===== config.mk =====
export PLATFORM = sky130hd
export DESIGN_NAME = single_wire_sensor_frame_reader
export DESIGN_NICKNAME = d
export VERILOG_FILES = /design/src/swsfr_pkg.sv /design/src/single_wire_sensor_frame_reader.sv
export SDC_FILE = /design/constraint.sdc
export NUM_CORES = 1
export LEC_CHECK = 0
export BUFFER_PORTS_ARGS = -buffer_cell sky130_fd_sc_hd__buf_4
export CORE_UTILIZATION = 61
export CTS_CLUSTER_SIZE = 28
export DETAILED_ROUTE_END_ITERATION = 8
export PLACE_DENSITY = 0.89
export SETUP_SLACK_MARGIN = 0.15
export SLEW_MARGIN = 10
export SYNTH_ARGS = -nofsm -noshare
export SYNTH_HDL_FRONTEND = slang
export SYNTH_SLANG_ARGS = --single-unit

===== constraint.sdc =====
create_clock -name aclk -period 4 [get_ports aclk]
set_clock_uncertainty 0.1 [all_clocks]
set_input_delay 0 -clock aclk [delete_from_list [all_inputs] [get_ports aclk]]
set_output_delay 0 -clock aclk [all_outputs]
set_load 0.01 [all_outputs]

===== src/swsfr_pkg.sv =====
// Package with word types, phase codes and constants for the single-wire sensor frame reader.
package swsfr_pkg;

    localparam int unsigned TICK_W     = 15;
    localparam int unsigned LIMIT_W    = 8;
    localparam int unsigned BIT_IDX_W  = 6;
    localparam int unsigned FRAME_W    = 40;
    localparam int unsigned HOLD_W     = 32;
    localparam int unsigned CFG_IDX_W  = 3;
    localparam int unsigned CFG_DATA_W = 16;

    localparam logic [BIT_IDX_W-1:0] FRAME_BITS = BIT_IDX_W'(FRAME_W);

    localparam logic [TICK_W-1:0]  START_LOW_RESET   = 15'd18000;
    localparam logic [LIMIT_W-1:0] THRESHOLD_RESET   = 8'd30;
    localparam logic [LIMIT_W-1:0] ACK_LOW_RESET     = 8'd40;
    localparam logic [LIMIT_W-1:0] ACK_PHASE_RESET   = 8'd90;
    localparam logic [LIMIT_W-1:0] BIT_GAP_RESET     = 8'd50;
    localparam logic [LIMIT_W-1:0] BIT_HIGH_RESET    = 8'd80;

    localparam logic [CFG_IDX_W-1:0] CFG_START_LOW  = 3'd0;
    localparam logic [CFG_IDX_W-1:0] CFG_THRESHOLD  = 3'd1;
    localparam logic [CFG_IDX_W-1:0] CFG_ACK_LOW    = 3'd2;
    localparam logic [CFG_IDX_W-1:0] CFG_ACK_PHASE  = 3'd3;
    localparam logic [CFG_IDX_W-1:0] CFG_BIT_GAP    = 3'd4;
    localparam logic [CFG_IDX_W-1:0] CFG_BIT_HIGH   = 3'd5;

    localparam logic [1:0] ST_OK       = 2'd0;
    localparam logic [1:0] ST_TIMEOUT  = 2'd1;
    localparam logic [1:0] ST_CHECKSUM = 2'd2;

    typedef enum logic [6:0] {
        PH_IDLE     = 7'b0000001,
        PH_START    = 7'b0000010,
        PH_ACK_LOW  = 7'b0000100,
        PH_ACK_HIGH = 7'b0001000,
        PH_ACK_END  = 7'b0010000,
        PH_BIT_GAP  = 7'b0100000,
        PH_BIT_HIGH = 7'b1000000
    } phase_t;

    typedef struct packed {
        logic start_req;
        logic pin_level;
    } in_word_t;

    typedef struct packed {
        logic       drive_low;
        logic       busy_res;
        logic       done_res;
        logic [1:0] status;
        logic [7:0] humidity_int;
        logic [7:0] humidity_dec;
        logic [7:0] temperature_int;
        logic [7:0] temperature_dec;
    } out_word_t;

endpackage


===== src/single_wire_sensor_frame_reader.sv =====
// Each accepted input word has its result word registered in the output register.
// Throughput: one word per cycle; a new word is taken whenever the output register is
// empty or is being emptied in the same cycle, so the state update is the only loop.
// Reset (aresetn low, synchronous): phase idle, counters, frame and result bytes cleared,
// configuration registers back to their defaults, output register empty.
module single_wire_sensor_frame_reader (
    input  logic                                    aclk,
    input  logic                                    aresetn,
    input  logic                                    s_valid,
    output logic                                    s_ready,
    input  swsfr_pkg::in_word_t                     s_data,
    output logic                                    m_valid,
    input  logic                                    m_ready,
    output swsfr_pkg::out_word_t                    m_data,
    input  logic                                    cfg_valid,
    output logic                                    cfg_ready,
    input  logic [swsfr_pkg::CFG_IDX_W-1:0]         cfg_index,
    input  logic [swsfr_pkg::CFG_DATA_W-1:0]        cfg_data
);
    import swsfr_pkg::*;

    logic [TICK_W-1:0]    start_low_reg;
    logic [LIMIT_W-1:0]   threshold_reg;
    logic [LIMIT_W-1:0]   ack_low_reg;
    logic [LIMIT_W-1:0]   ack_phase_reg;
    logic [LIMIT_W-1:0]   bit_gap_reg;
    logic [LIMIT_W-1:0]   bit_high_reg;

    phase_t               phase_reg, phase_next;
    logic [TICK_W-1:0]    tick_reg, tick_next;
    logic [BIT_IDX_W-1:0] bit_idx_reg, bit_idx_next;
    logic [FRAME_W-1:0]   frame_reg, frame_next;
    logic [HOLD_W-1:0]    hold_reg, hold_next;

    logic                 m_valid_reg;
    out_word_t            m_data_reg;

    logic                 in_accept;
    logic                 wait_target;
    logic [LIMIT_W-1:0]   wait_limit;
    logic                 done;
    logic [1:0]           status;
    logic                 data_bit;
    logic [BIT_IDX_W-1:0] bit_idx_inc;
    logic [FRAME_W-1:0]   frame_shifted;
    logic [7:0]           byte_sum;
    out_word_t            result;

    assign s_ready   = !m_valid_reg || m_ready;
    assign in_accept = s_valid && s_ready;
    assign cfg_ready = 1'b1;
    assign m_valid   = m_valid_reg;
    assign m_data    = m_data_reg;

    always_ff @(posedge aclk) begin
        if (!aresetn) begin
            start_low_reg <= START_LOW_RESET;
            threshold_reg <= THRESHOLD_RESET;
            ack_low_reg   <= ACK_LOW_RESET;
            ack_phase_reg <= ACK_PHASE_RESET;
            bit_gap_reg   <= BIT_GAP_RESET;
            bit_high_reg  <= BIT_HIGH_RESET;
        end else if (cfg_valid && cfg_ready) begin
            case (cfg_index)
                CFG_START_LOW: start_low_reg <= cfg_data[TICK_W-1:0];
                CFG_THRESHOLD: threshold_reg <= cfg_data[LIMIT_W-1:0];
                CFG_ACK_LOW:   ack_low_reg   <= cfg_data[LIMIT_W-1:0];
                CFG_ACK_PHASE: ack_phase_reg <= cfg_data[LIMIT_W-1:0];
                CFG_BIT_GAP:   bit_gap_reg   <= cfg_data[LIMIT_W-1:0];
                CFG_BIT_HIGH:  bit_high_reg  <= cfg_data[LIMIT_W-1:0];
                default: ;
            endcase
        end
    end

    always_comb begin
        wait_target = 1'b0;
        wait_limit  = ack_low_reg;
        unique case (phase_reg)
            PH_ACK_HIGH: begin
                wait_target = 1'b1;
                wait_limit  = ack_phase_reg;
            end
            PH_ACK_END: begin
                wait_target = 1'b0;
                wait_limit  = ack_phase_reg;
            end
            PH_BIT_GAP: begin
                wait_target = 1'b1;
                wait_limit  = bit_gap_reg;
            end
            PH_BIT_HIGH: begin
                wait_target = 1'b0;
                wait_limit  = bit_high_reg;
            end
            default: begin
                wait_target = 1'b0;
                wait_limit  = ack_low_reg;
            end
        endcase
    end

    assign data_bit      = (tick_reg >= TICK_W'(threshold_reg));
    assign bit_idx_inc   = bit_idx_reg + BIT_IDX_W'(1);
    assign frame_shifted = {frame_reg[FRAME_W-2:0], data_bit};
    assign byte_sum      = frame_shifted[39:32] + frame_shifted[31:24]
                         + frame_shifted[23:16] + frame_shifted[15:8];

    always_comb begin
        phase_next   = phase_reg;
        tick_next    = tick_reg;
        bit_idx_next = bit_idx_reg;
        frame_next   = frame_reg;
        hold_next    = hold_reg;
        done         = 1'b0;
        status       = ST_OK;
        unique case (phase_reg)
            PH_IDLE: begin
                if (s_data.start_req) begin
                    if (start_low_reg == '0) begin
                        phase_next = PH_ACK_LOW;
                        tick_next  = '0;
                    end else begin
                        phase_next = PH_START;
                        tick_next  = TICK_W'(1);
                    end
                end
            end
            PH_START: begin
                if (tick_reg >= start_low_reg) begin
                    phase_next = PH_ACK_LOW;
                    tick_next  = '0;
                end else begin
                    tick_next = tick_reg + TICK_W'(1);
                end
            end
            PH_ACK_LOW, PH_ACK_HIGH, PH_ACK_END, PH_BIT_GAP, PH_BIT_HIGH: begin
                if (s_data.pin_level == wait_target) begin
                    tick_next = '0;
                    unique case (phase_reg)
                        PH_ACK_LOW:  phase_next = PH_ACK_HIGH;
                        PH_ACK_HIGH: phase_next = PH_ACK_END;
                        PH_ACK_END: begin
                            phase_next   = PH_BIT_GAP;
                            bit_idx_next = '0;
                            frame_next   = '0;
                        end
                        PH_BIT_GAP:  phase_next = PH_BIT_HIGH;
                        default: begin
                            frame_next   = frame_shifted;
                            bit_idx_next = bit_idx_inc;
                            if (bit_idx_inc >= FRAME_BITS) begin
                                hold_next  = frame_shifted[FRAME_W-1:8];
                                done       = 1'b1;
                                status     = (byte_sum == frame_shifted[7:0]) ?
                                             ST_OK : ST_CHECKSUM;
                                phase_next = PH_IDLE;
                            end else begin
                                phase_next = PH_BIT_GAP;
                            end
                        end
                    endcase
                end else if (tick_reg >= TICK_W'(wait_limit)) begin
                    phase_next = PH_IDLE;
                    tick_next  = '0;
                    done       = 1'b1;
                    status     = ST_TIMEOUT;
                end else begin
                    tick_next = tick_reg + TICK_W'(1);
                end
            end
            default: begin
                phase_next = PH_IDLE;
                tick_next  = '0;
            end
        endcase
    end

    always_comb begin
        result.drive_low       = (phase_next == PH_START);
        result.busy_res        = (phase_next != PH_IDLE);
        result.done_res        = done;
        result.status          = done ? status : ST_OK;
        result.humidity_int    = hold_next[31:24];
        result.humidity_dec    = hold_next[23:16];
        result.temperature_int = hold_next[15:8];
        result.temperature_dec = hold_next[7:0];
    end

    always_ff @(posedge aclk) begin
        if (!aresetn) begin
            phase_reg   <= PH_IDLE;
            tick_reg    <= '0;
            bit_idx_reg <= '0;
            frame_reg   <= '0;
            hold_reg    <= '0;
            m_valid_reg <= 1'b0;
        end else begin
            if (in_accept) begin
                phase_reg   <= phase_next;
                tick_reg    <= tick_next;
                bit_idx_reg <= bit_idx_next;
                frame_reg   <= frame_next;
                hold_reg    <= hold_next;
                m_valid_reg <= 1'b1;
            end else if (m_ready) begin
                m_valid_reg <= 1'b0;
            end
        end
    end

    always_ff @(posedge aclk) begin
        if (in_accept) begin
            m_data_reg <= result;
        end
    end

`ifndef SYNTH
    // A finished read never reports itself as still in progress.
    assert property (@(posedge aclk) disable iff (!aresetn)
        m_valid_reg && m_data_reg.done_res |-> !m_data_reg.busy_res)
        else $error("done word reports busy");

    // A status other than ok appears only on the word that ends a read.
    assert property (@(posedge aclk) disable iff (!aresetn)
        m_valid_reg && (m_data_reg.status != ST_OK) |-> m_data_reg.done_res)
        else $error("status set without done");

    // The line is driven only while a read is in progress.
    assert property (@(posedge aclk) disable iff (!aresetn)
        m_valid_reg && m_data_reg.drive_low |-> m_data_reg.busy_res)
        else $error("line driven while idle");

    // An empty output register always lets the next word in.
    assert property (@(posedge aclk) disable iff (!aresetn)
        !m_valid_reg |-> s_ready)
        else $error("input stalled with empty output register");

    // The state only moves on an accepted word.
    assert property (@(posedge aclk) disable iff (!aresetn)
        !in_accept |=> $stable(phase_reg) && $stable(tick_reg))
        else $error("state changed without an accepted word");
`endif

endmodule

---- Yosys cells after proc, flatten, opt, wreduce, memory -nomap -nowiden ----
Cells that the tools add are included.
word-level totals
  logic and storage cells ................. 101
  input bits .............................. 26
  register bits ........................... 192
operators by class
  mux-type cells .......................... 34
  reduce and logical (&&, ||, !) cells .... 20
  $lt $le $gt $ge ......................... 4
  eq/ne operators ......................... 17
  bitwise gates (word level) .............. 1
  add/sub/neg operators ................... 5
operators with widths
  operator                                                          count
  32-bit two-way mux                                                4
  39-bit case mux with 2 select lines                               1
  15-bit two-way mux                                                4
  15-bit case mux with 3 select lines                               1
  15-bit by 8-bit greater-or-equal comparator with 1-bit output     2
  7-bit two-way mux                                                 4
  7-bit case mux with 4 select lines                                1
  8-bit adder                                                       3
  8-bit case mux with 3 select lines                                1
  7-bit case mux with 3 select lines                                1
  2-bit AND reduction                                               8
  15-bit by 1-bit adder with 15-bit output (second input constant)  1
  15-bit greater-or-equal comparator                                1
  15-bit logical NOT                                                1
  7-bit by 2-bit == test with 1-bit output (second input constant)  2
  6-bit case mux with 2 select lines                                1
  1-bit two-way mux                                                 10
  8-bit == test                                                     1
  2-bit two-way mux                                                 4
  7-bit by 1-bit == test with 1-bit output (second input constant)  1
  7-bit by 3-bit == test with 1-bit output (second input constant)  1
  7-bit by 4-bit == test with 1-bit output (second input constant)  1
  7-bit by 5-bit == test with 1-bit output (second input constant)  1
  7-bit by 6-bit == test with 1-bit output (second input constant)  1
  other kinds (22)                                                  25

---- Logic depth before layout (Yosys ltp) ----
Gate-level depths: netlist of the first run.
  depth in word-level cells ............... 8
  depth in mapped cells ................... 16

---- Least setup slack after synthesis of the first run ----
OpenSTA, ideal clock, no wires.
  kind .................................... reg-to-reg
  start ................................... reg phase_reg[3]
  end ..................................... reg tick_reg[3]
  data required time ...................... 3.842 ns
  cell stages (with the launch flop) ...... 14
  arrival time ............................ 3.414 ns
  clock period less this slack ............ 3.572 ns
  path slack .............................. 0.428 ns
  buffers on the path ..................... 2
  cells stage by stage .................... dfxtp_1 -> buf_2 -> nor3_1 -> mux2i_1 -> or3_1 -> clkbuf_1 -> a221oi_1 -> ha_1 -> a211oi_1 -> nor2_1 -> o311ai_0 -> nand4b_1 -> a2111oi_0 -> o21a_1
between the ends
  longest elaborated chain between the ends .. 7
  elaborated cells between the ends (all ways) .. 19
  those cells by class .................... order compare: 1; eq/ne: 9; mux: 5; reduce/logical: 4
ends and longest elaborated chain
  item                                                                                                         line                                                                           RTL
  start, declared                                                                                              single_wire_sensor_frame_reader.sv:29                                          phase_t phase_reg, phase_next;
  start signal, assigned                                                                                       single_wire_sensor_frame_reader.sv:200                                         phase_reg <= phase_next;
  7-bit by 4-bit == test with 1-bit output / 7-bit by 5-bit == test with 1-bit output (equally long branches)  single_wire_sensor_frame_reader.sv:79, single_wire_sensor_frame_reader.sv:117
  2-bit OR reduction (no line)                                                                                 n/a
  8-bit case mux with 3 select lines                                                                           single_wire_sensor_frame_reader.sv:79                                          unique case (phase_reg)
  15-bit by 8-bit greater-or-equal comparator with 1-bit output                                                single_wire_sensor_frame_reader.sv:163                                         end else if (tick_reg >= TICK_W'(wait_limit)) begin
  15-bit two-way mux                                                                                           single_wire_sensor_frame_reader.sv:163
  15-bit two-way mux                                                                                           single_wire_sensor_frame_reader.sv:138                                         if (s_data.pin_level == wait_target) begin
  15-bit case mux with 3 select lines                                                                          single_wire_sensor_frame_reader.sv:117                                         unique case (phase_reg)
  end signal, assigned                                                                                         single_wire_sensor_frame_reader.sv:201                                         tick_reg <= tick_next;
  end, declared                                                                                                single_wire_sensor_frame_reader.sv:30                                          logic [TICK_W-1:0] tick_reg, tick_next;
Several ways; a longest one is shown, not always the timed one.
A chain may end at the register's enable or synchronous reset.

---- Worst setup path in the final report of the first run ----
  start ................................... reg phase_reg[1]
  end ..................................... reg phase_reg[4]
between the ends
  longest elaborated chain between the ends .. 7
  elaborated cells between the ends (all ways) .. 18
  those cells by class .................... order compare: 1; eq/ne: 8; mux: 6; reduce/logical: 3
ends and longest elaborated chain
  item                                                                                                         line
  7-bit by 4-bit == test with 1-bit output / 7-bit by 5-bit == test with 1-bit output (equally long branches)  single_wire_sensor_frame_reader.sv:79, single_wire_sensor_frame_reader.sv:117, single_wire_sensor_frame_reader.sv:140
  2-bit OR reduction (no line)                                                                                 n/a
  8-bit case mux with 3 select lines                                                                           single_wire_sensor_frame_reader.sv:79
  15-bit by 8-bit greater-or-equal comparator with 1-bit output                                                single_wire_sensor_frame_reader.sv:163
  7-bit two-way mux                                                                                            single_wire_sensor_frame_reader.sv:163
  7-bit two-way mux                                                                                            single_wire_sensor_frame_reader.sv:138
  7-bit case mux with 3 select lines (*)                                                                       single_wire_sensor_frame_reader.sv:117
Mark *: on every way between the ends. The rest lies on a longest branch, timed or not.

==> flow_metrics.py, run 1 <==
metrics = {
    "run_status": {
        "outcome": "complete, no violations",
    },
    "drt": {
        "via_per_inst": 6.32,
        "wl_per_cell_um": 18.1,
        "postRouteAntennaNets": 0,
        "vias": 8284,
        "wirelength_um": 23700,
        "dr.pass1.iters": 6,
        "first_iter_violations": 975,
        "drc": 0,
    },
    "global_routing": {
        "grt_max_degree": 62,
        "antenna_found_initial": 0,
        "overflow": 0,
        "grt_pass1_vias": 7820,
        "grt_usage": 0.303,
        "grt_pass1_wl_um": 38300,
    },
    "yosys": {
        "netlist_area_um2": 9440,
        "yosys-top-cells-area": "dfxtp_1 33%, edfxtp_1 12%, nand2_1 7.0%",
        "yosysWarnings": 0,
        "async_flop_share": 0,
        "ys_seq_area_frac": 0.446,
        "yosysMostFrequentCell": "nand2_1",
        "synth-seq-cells": 192,
        "yosys.cell_types.count": 72,
        "synthCells": 1024,
        "synth-edff-count": 37,
        "synth_top_area_share": 0.329,
        "avgSynthCellArea_um2": 9.22,
        "syn_nets": 1105,
        "yosys.area.top_type": "dfxtp_1",
        "yosys-top-cells-count": "176 x nand2_1, 155 x dfxtp_1, 103 x a21oi_1",
        "synth_ff_type": "dfxtp_1",
    },
    "floorplanning": {
        "io_pins": 66,
        "die_y_um": 126,
        "core.rowCount": 45,
        "die_w_um": 126,
        "design.core.area_um2": 15100,
        "die_area_um2": 16000,
        "initial_utilization": 0.623,
    },
    "setup_path": {
        "arrival_ps": 3970,
        "worstPathMaxFanout": 17,
        "end_kind": "flip-flop",
        "path_class": "reg -> reg",
        "reg2regPathDepth": 16,
        "worst_r2r_startpoint": "phase_reg[1]$_SDFFE_PN0P_",
        "r2r_slack_ps": 330,
        "reg2reg_to": "phase_reg[4]$_SDFFE_PN0P_",
        "cp-start-kind": "flip-flop",
        "cp.required_ps": 4290,
    },
    "timing": {
        "max-slew-margin-rel": 0.437,
        "fmax_mhz": 272,
        "setup_viol": 0,
        "holdWs_ps": 82.8,
        "rsz0062_at_grt": "no",
        "drv_slew": 0,
        "tightest_slew_ps": 840,
        "finalHoldViolations": 0,
        "tns_ps": 0,
        "final.min_clock_period_ps": 3670,
        "fin_crit_sh": 0.919,
    },
    "clocking": {
        "cts_tree": "yes",
        "cts_max_level": 4,
        "cts_buffers": 17,
        "clk_pin_slew_ps": 70,
        "cts_sinks": 192,
        "cts_setup_buffers": 0,
        "cts-root-buf": "clkbuf_16",
        "clockBufferDepth": 2,
        "worstSkewPairLatency_ps": 450,
    },
    "placed_design": {
        "portBuffers": 63,
        "hpwl_um": 14600,
        "place.gp.congestion": 0.887,
    },
    "cells_and_area": {
        "largest_register_ff_count": 39,
        "antenna_cells": 0,
        "utilization": 0.731,
        "area_delta_synth_final_pct": 17.3,
        "fin_nets": 1190,
        "drive_gt1_frac": 0.152,
    },
    "job": {
        "maxCapViolations": 0,
    },
    "min_path": {
        "worstHoldStart": "m_ready",
        "whs_endpoint": "phase_reg[2]$_SDFFE_PN0P_",
        "hold_path.class": "in -> reg",
        "whs_path_depth": 4,
    },
    "power": {
        "ir_drop_v": 0.000342,
        "power-per-cell-area_nw_per_um2": 369,
        "power_leakage_nw": 4.56,
        "finalPower_w": 0.00408,
    },
}
worst max-delay path by stage:
stage / end / slack (ps) / cells after the start / from
after floorplan: tick_reg[3]$_SDFFE_PN0P_ / 430 / 13 / phase_reg[3]$_SDFFE_PN0P_
after global placement: phase_reg[4]$_SDFFE_PN0P_ / 260 / 12 / phase_reg[1]$_SDFFE_PN0P_
after detailed placement: phase_reg[4]$_SDFFE_PN0P_ / 180 / 12 / phase_reg[1]$_SDFFE_PN0P_
after CTS: phase_reg[4]$_SDFFE_PN0P_ / 250 / 12 / phase_reg[1]$_SDFFE_PN0P_
after global routing: phase_reg[4]$_SDFFE_PN0P_ / 150 / 16 / phase_reg[1]$_SDFFE_PN0P_
final: phase_reg[4]$_SDFFE_PN0P_ / 330 / 16 / phase_reg[1]$_SDFFE_PN0P_
stage by stage:
stage               setup slack, ps  instances  instance area [um^2]
finish                          325       1310                 11100
global route                    147       1310                 11100
CTS                             250       1310                 11100
detailed placement              176       1239                 10100
global placement                264       1239                 10100
floorplan                       428       1024                  9440
cells in the final DEF, fill, tap and decap left out, types with 7 or more instances in the layout:
| master | count |
|---|---|
| mux2_2 | 30 |
| fa_1 | 14 |
| or2_2 | 7 |
| inv_1 | 30 |
| o211ai_1 | 11 |
| nor2_1 | 57 |
| o21ai_0 | 23 |
| edfxtp_1 | 37 |
| dlygate4sd3_1 | 39 |
| a31oi_1 | 7 |
| mux2i_1 | 34 |
| dfxtp_1 | 155 |
| ha_1 | 41 |
| nand2_1 | 176 |
| a22o_1 | 12 |
| a21oi_1 | 103 |
| buf_4 | 83 |
| xnor2_1 | 17 |
| nand3_1 | 67 |
| nor4_1 | 7 |
| nor3_1 | 9 |
| nand2b_1 | 7 |
| clkbuf_16 | 17 |
layout make-up:
cell class / count / area, um^2
multi-input combinational: 743 / 4890
sequential: 192 / 4210
fill: 975 / 4080
timing repair buffer: 123 / 1030
clock buffer: 17 / 425
tap: 188 / 235
clock inverter: 15 / 151
inverter: 32 / 121
cells by family after synthesis:
| logic type | count (synthesis) | share of synthesized area |
|---|---|---|
| buffers and inverters | 89 | 0.0379 |
| adder cells (fa/ha/maj) | 55 | 0.0840 |
| flip-flops | 192 | 0.446 |
| XOR/XNOR | 23 | 0.0213 |
| AO/OA/AOI/OAI | 213 | 0.144 |
| AND/OR/NAND/NOR | 385 | 0.192 |
| multiplexers | 66 | 0.0742 |
| other | 1 | 0.000397 |
per-layer routing:
layer	GRT usage	wire (um)	up-vias
met5	0	0	-
met4	0.159	917	0
met3	0.0544	2040	90
met2	0.487	11100	481
met1	0.392	9680	3897
li1	-	-	3816
worst max-delay path, cell delays in order (launching register included):
cell and delay (ps):
dfxtp_1 480, or2_2 250, nor2_1 90, nand2_1 70, nor2_1 50, buf_4 170
a22o_1 180, a221oi_1 300, ha_1 320, a211oi_1 240, nor2_1 70, o311ai_1 330
nand4b_1 150, buf_4 230, a31oi_2 270, buf_4 180, a22o_1 140
repair_timing:
action / 4_1_cts / 5_1_grt
hold endpoints to repair: 67 / 0
resized for setup: 1 / 5
hold buffers: 39 / 0
setup endpoints to repair: 2 / 6
power breakdown:
part | internal (W) | total, W | switching (W)
Sequential | 0.00202 | 0.00204 | 0.0000251
Clock | 0.000881 | 0.00169 | 0.000806
Combinational | 0.000149 | 0.000354 | 0.000205
No activity file was read; power rests on OpenSTA's default activity.
==> inputs of run 2 (changes only) <==
- CORE_UTILIZATION: 61 -> 40
- PLACE_DENSITY: 0.89 -> 0.66
==> run 2 against run 1 <==
  * First-iteration DRC count is 31% lower
  * Worst hold slack better by 42 ps
  * Cell count is 9.8% higher
==> flow_metrics.py, run 2 (same netlist as run 1, synthesis figures left out) <==
metrics = {
    "setup_path": {
        "crit_chain": "buf_4, nor2_1, and3_1, a222oi_1, a21boi_0, ha_1, nand4_1, nor2_1, nor3_1, nand4b_1, buf_4, a2111oi_0, o21a_1",
        "max_stage_delay_ps": 400,
        "reg2regPathDepth": 13,
        "cp-start-kind": "flip-flop",
        "path_class": "reg -> reg",
        "setup.worst_path.start": "phase_reg[3]$_SDFFE_PN0P_",
        "worstPathMaxFanout": 13,
        "end_kind": "flip-flop",
        "cp_slowest_cell": "dfxtp_1",
        "worst_r2r_startpoint": "phase_reg[3]$_SDFFE_PN0P_",
        "arrival_ps": 3800,
        "cp.required_ps": 4280,
        "r2r_slack_ps": 480,
        "reg2reg_to": "tick_reg[4]$_SDFFE_PN0P_",
    },
    "global_routing": {
        "grt_max_degree": 61,
        "grt_pass1_wl_um": 37000,
        "overflow": 0,
        "grt_usage": 0.193,
        "antenna_found_initial": 0,
        "grt_pass1_vias": 7319,
    },
    "clocking": {
        "cts_tree": "yes",
        "clk_pin_slew_ps": 70,
        "cts_sinks": 192,
        "clockBufferDepth": 2,
        "worstSkewPairLatency_ps": 450,
        "cts_max_level": 4,
        "cts-root-buf": "clkbuf_16",
        "cts_buffers": 17,
    },
    "power": {
        "p_int_w": 0.00303,
        "finalPower_w": 0.00410,
        "p_sw_frac": 0.262,
        "seqPwrFrac": 0.496,
        "power-per-cell-area_nw_per_um2": 364,
        "p_switching_w": 0.00107,
        "ir_drop_v": 0.000260,
        "power_leakage_nw": 4.57,
        "clkPwrFrac": 0.415,
        "pwr-share-comb": 0.089,
    },
    "cells_and_area": {
        "design_area_um2": 11300,
        "layout_commonest_cell": "nand2_1",
        "drive_gt1_frac": 0.156,
        "antenna_cells": 0,
        "fin_nets": 1193,
        "largest_register_ff_count": 39,
        "area_delta_synth_final_pct": 19.3,
        "final_cell_mix": "176 x nand2_1, 155 x dfxtp_1, 103 x a21oi_1, 87 x buf_4, 67 x nand3_1",
    },
    "job": {
        "maxCapViolations": 0,
    },
    "drt": {
        "wirelength_um": 22300,
        "dr.pass1.iters": 5,
        "wl_per_cell_um": 15.5,
        "postRouteAntennaNets": 0,
        "via_per_inst": 5.37,
        "first_iter_violations": 669,
        "vias": 7723,
        "drc": 0,
    },
    "floorplanning": {
        "die_y_um": 156,
        "initial_utilization": 0.412,
        "core.rowCount": 55,
        "die_w_um": 156,
        "die_area_um2": 24200,
        "io_pins": 66,
        "design.core.area_um2": 22900,
    },
    "timing": {
        "final.min_clock_period_ps": 3520,
        "rsz0062_at_grt": "no",
        "drv_slew": 0,
        "tns_ps": 0,
        "fin_crit_sh": 0.879,
        "tightest_slew_ps": 933,
        "setup_viol": 0,
        "finalWorstSetupSlack_ps": 485,
        "finalHoldViolations": 0,
        "holdWs_ps": 125,
        "max-slew-margin-rel": 0.373,
        "fmax_mhz": 284,
    },
    "min_path": {
        "worstHoldStart": "m_ready",
        "whs_endpoint": "phase_reg[2]$_SDFFE_PN0P_",
        "hold_path.class": "in -> reg",
        "whs_path_depth": 4,
    },
    "run_status": {
        "outcome": "complete, no violations",
    },
    "placed_design": {
        "place.gp.congestion": 0.825,
        "dp_slack_ps": 233,
        "hpwl_um": 14900,
        "place_area_um2": 10300,
        "portBuffers": 63,
    },
}
==> run 2: area by class of cell <==
class	count	area (um^2)
clock inverters	14	159
multi-input cells	743	4890
repair buffers	126	1040
inverters	32	121
well taps	313	392
clock buffers	18	439
fillers	2095	11700
flip-flops and latches	192	4210
==> run 2: worst max-delay path by stage <==
stage	to	cells after the start	slack (ps)
after floorplan	tick_reg[3]$_SDFFE_PN0P_	13	430
after global placement	tick_reg[4]$_SDFFE_PN0P_	11	360
after detailed placement	tick_reg[3]$_SDFFE_PN0P_	12	230
after CTS	tick_reg[3]$_SDFFE_PN0P_	12	220
after global routing	tick_reg[4]$_SDFFE_PN0P_	13	200
final	tick_reg[4]$_SDFFE_PN0P_	13	480
==> run 2: critical path: cells and delay by family (launching register included) <==
family                   cells  cell delay [ps]
flip-flops                   1              400
AND/OR/NAND/NOR              6              990
buffers and inverters        2              430
AO/OA/AOI/OAI                4             1210
adder cells (fa/ha/maj)      1              320
==> run 2: through the flow <==
stage | instances | utilization
floorplan | 1024 | -
global placement | 1367 | 0.447
detailed placement | 1367 | 0.447
CTS | 1438 | 0.491
global route | 1438 | 0.491
finish | 1438 | 0.491
==> run 2: routing by layer <==
layer	global-route usage	wire (um)	part of all wire
met4	0.0686	441	0.020
met1	0.276	11200	0.50
met2	0.291	9660	0.43
met5	0	0	0
met3	0.0344	964	0.043
==> run 2: power groups by stage <==
stage	clock, W	sequential (W)	combinational, W
after global routing	0.00182	0.00204	0.000404
after CTS	0.00174	0.00204	0.000361
after global placement	0	0.00208	0.000333
final	0.00170	0.00204	0.000364
after detailed placement	0	0.00208	0.000336
after floorplan	0	0.00210	0.000179
==> run 2: what timing repair did <==
item / in CTS / in global routing
gates resized for setup: 0 / 5
hold endpoints to repair: 68 / 0
hold buffers: 39 / 0
setup buffers: 0 / 0
endpoints found under the setup margin: 0 / 11
==> inputs of run 3 (changes only) <==
- CORE_ASPECT_RATIO: not set -> 0.6
==> run 3 against run 2 <==
  * Cell count is 0.21% higher
  * Maximum frequency is 4.3% lower
  * Register-to-register slack worse by 160 ps
  * Sequential share of layout area hardly changed
  * Critical path type unchanged
==> flow_metrics.py, run 3 (same netlist as run 1, synthesis figures left out) <==
metrics = {
    "drt": {
        "dr.pass1.iters": 6,
        "postRouteAntennaNets": 0,
        "wirelength_um": 24200,
        "via_per_inst": 5.43,
        "first_iter_violations": 736,
        "wl_per_cell_um": 16.8,
        "vias": 7819,
        "drc": 0,
    },
    "setup_path": {
        "setup.worst_path.start": "phase_reg[3]$_SDFFE_PN0P_",
        "arrival_ps": 3930,
        "worstPathMaxFanout": 9,
        "path_class": "reg -> reg",
        "end_kind": "flip-flop",
        "cp-start-kind": "flip-flop",
        "worst_r2r_startpoint": "phase_reg[3]$_SDFFE_PN0P_",
        "cp.required_ps": 4250,
    },
    "cells_and_area": {
        "fillers": 2212,
        "final_cell_mix": "176 x nand2_1, 153 x dfxtp_1, 103 x a21oi_1, 89 x buf_4, 67 x nand3_1",
        "drive_gt1_frac": 0.161,
        "utilization": 0.487,
        "layout_commonest_cell": "nand2_1",
        "largest_register_ff_count": 39,
        "fin_nets": 1194,
        "area_delta_synth_final_pct": 19.3,
        "antenna_cells": 0,
    },
    "timing": {
        "final.min_clock_period_ps": 3680,
        "fin_crit_sh": 0.919,
        "tns_ps": 0,
        "rsz0062_at_grt": "no",
        "drv_slew": 0,
        "tightest_slew_ps": 873,
        "finalHoldViolations": 0,
        "fmax_mhz": 272,
        "setup_viol": 0,
        "max-slew-margin-rel": 0.413,
    },
    "power": {
        "power-per-cell-area_nw_per_um2": 364,
        "power_leakage_nw": 4.56,
        "ir_drop_v": 0.000306,
    },
    "floorplanning": {
        "design.core.area_um2": 23100,
        "io_pins": 66,
        "initial_utilization": 0.408,
        "die_w_um": 200,
        "core.rowCount": 43,
        "die_area_um2": 24200,
        "die_y_um": 121,
    },
    "placed_design": {
        "portBuffers": 63,
        "place.gp.congestion": 0.865,
        "hpwl_um": 16400,
    },
    "clocking": {
        "cts_sinks": 192,
        "cts_max_level": 4,
        "worstSkewPairLatency_ps": 440,
        "clk_pin_slew_ps": 70,
        "clockBufferDepth": 2,
        "cts_buffers": 17,
        "cts-root-buf": "clkbuf_16",
        "cts_tree": "yes",
    },
    "global_routing": {
        "grt_pass1_vias": 7275,
        "grt_max_degree": 72,
        "overflow": 0,
        "grt_usage": 0.208,
        "grt_pass1_wl_um": 39700,
        "antenna_found_initial": 0,
    },
    "min_path": {
        "worstHoldStart": "cfg_index[2]",
        "hold_path.class": "in -> reg",
    },
    "run_status": {
        "outcome": "complete, no violations",
    },
    "job": {
        "maxCapViolations": 0,
    },
}
-- run 3: cell types whose count changed in the layout (fill, tap and decap cells not counted), moves of 3 or more --
cell           change
clkbuf_1           +3
clkinv_8           -3
dlygate4sd3_1      -3
inv_8              -5
-- run 3: layout make-up --
| class | count | area (um^2) | area share |
|---|---|---|---|
| Tap cell | 315 | 394 | 0.0350 |
| Multi-Input combinational cell | 743 | 4910 | 0.436 |
| Inverter | 32 | 121 | 0.0108 |
| Clock buffer | 20 | 437 | 0.0388 |
| Clock inverter | 12 | 136 | 0.0121 |
| Sequential cell | 192 | 4220 | 0.375 |
| Timing Repair Buffer | 127 | 1040 | 0.0928 |
-- run 3: final timing paths --
check,to,slack (ps),cells past startpoint
max,tick_reg[14]$_SDFFE_PN0P_,320,16
min,bit_gap_reg[1]$_SDFFE_PN1P_,30,4
min reg2reg,ack_low_reg[1]$_SDFFE_PN0P_,360,2
max reg2reg,tick_reg[14]$_SDFFE_PN0P_,320,16
-- run 3: timing repair --
action,4_1_cts,5_1_grt
endpoints found under the setup margin,15,22
gates cloned,0,1
pin swaps,1,0
hold buffers,36,0
resized for setup,1,11
endpoints found under the hold margin,68,0
buffers inserted,0,2
-- run 3: stage by stage --
stage	setup slack, ps	instances	power, W	hold WS (ps)	area (um^2)
global placement	188	1370	0.00241	132	10300
finish	325	1441	0.00410	27.7	11300
detailed placement	48.1	1370	0.00242	138	10300
CTS	162	1438	0.00413	3.82	11200
global route	101	1441	0.00425	30.8	11300
floorplan	428	1024	0.00227	24.0	9440
-- run 3: routing by layer --
layer | part of all wire | GRT usage | vias to the layer above
met5 | 0 | 0 | -
met4 | 0.0080 | 0.0491 | 0
met3 | 0.061 | 0.0440 | 16
met2 | 0.39 | 0.276 | 244
met1 | 0.54 | 0.330 | 3737
li1 | - | - | 3822
-- run 3: worst max-delay path: stages (launching register included) --
cell,delay [ps]
dfxtp_2,380
buf_4,190
nor2_1,60
and3_2,300
buf_4,160
a22o_1,220
a221oi_1,330
ha_1,330
nand3b_1,90
a21oi_1,80
o311ai_2,300
buf_4,180
nand4b_1,140
buf_4,210
a31oi_2,160
buf_4,170
a21boi_0,190
-- run 3: where the power goes --
part           switching (W)  internal (W)
logic               0.000214      0.000148
registers          0.0000242       0.00202
clock network       0.000771      0.000928
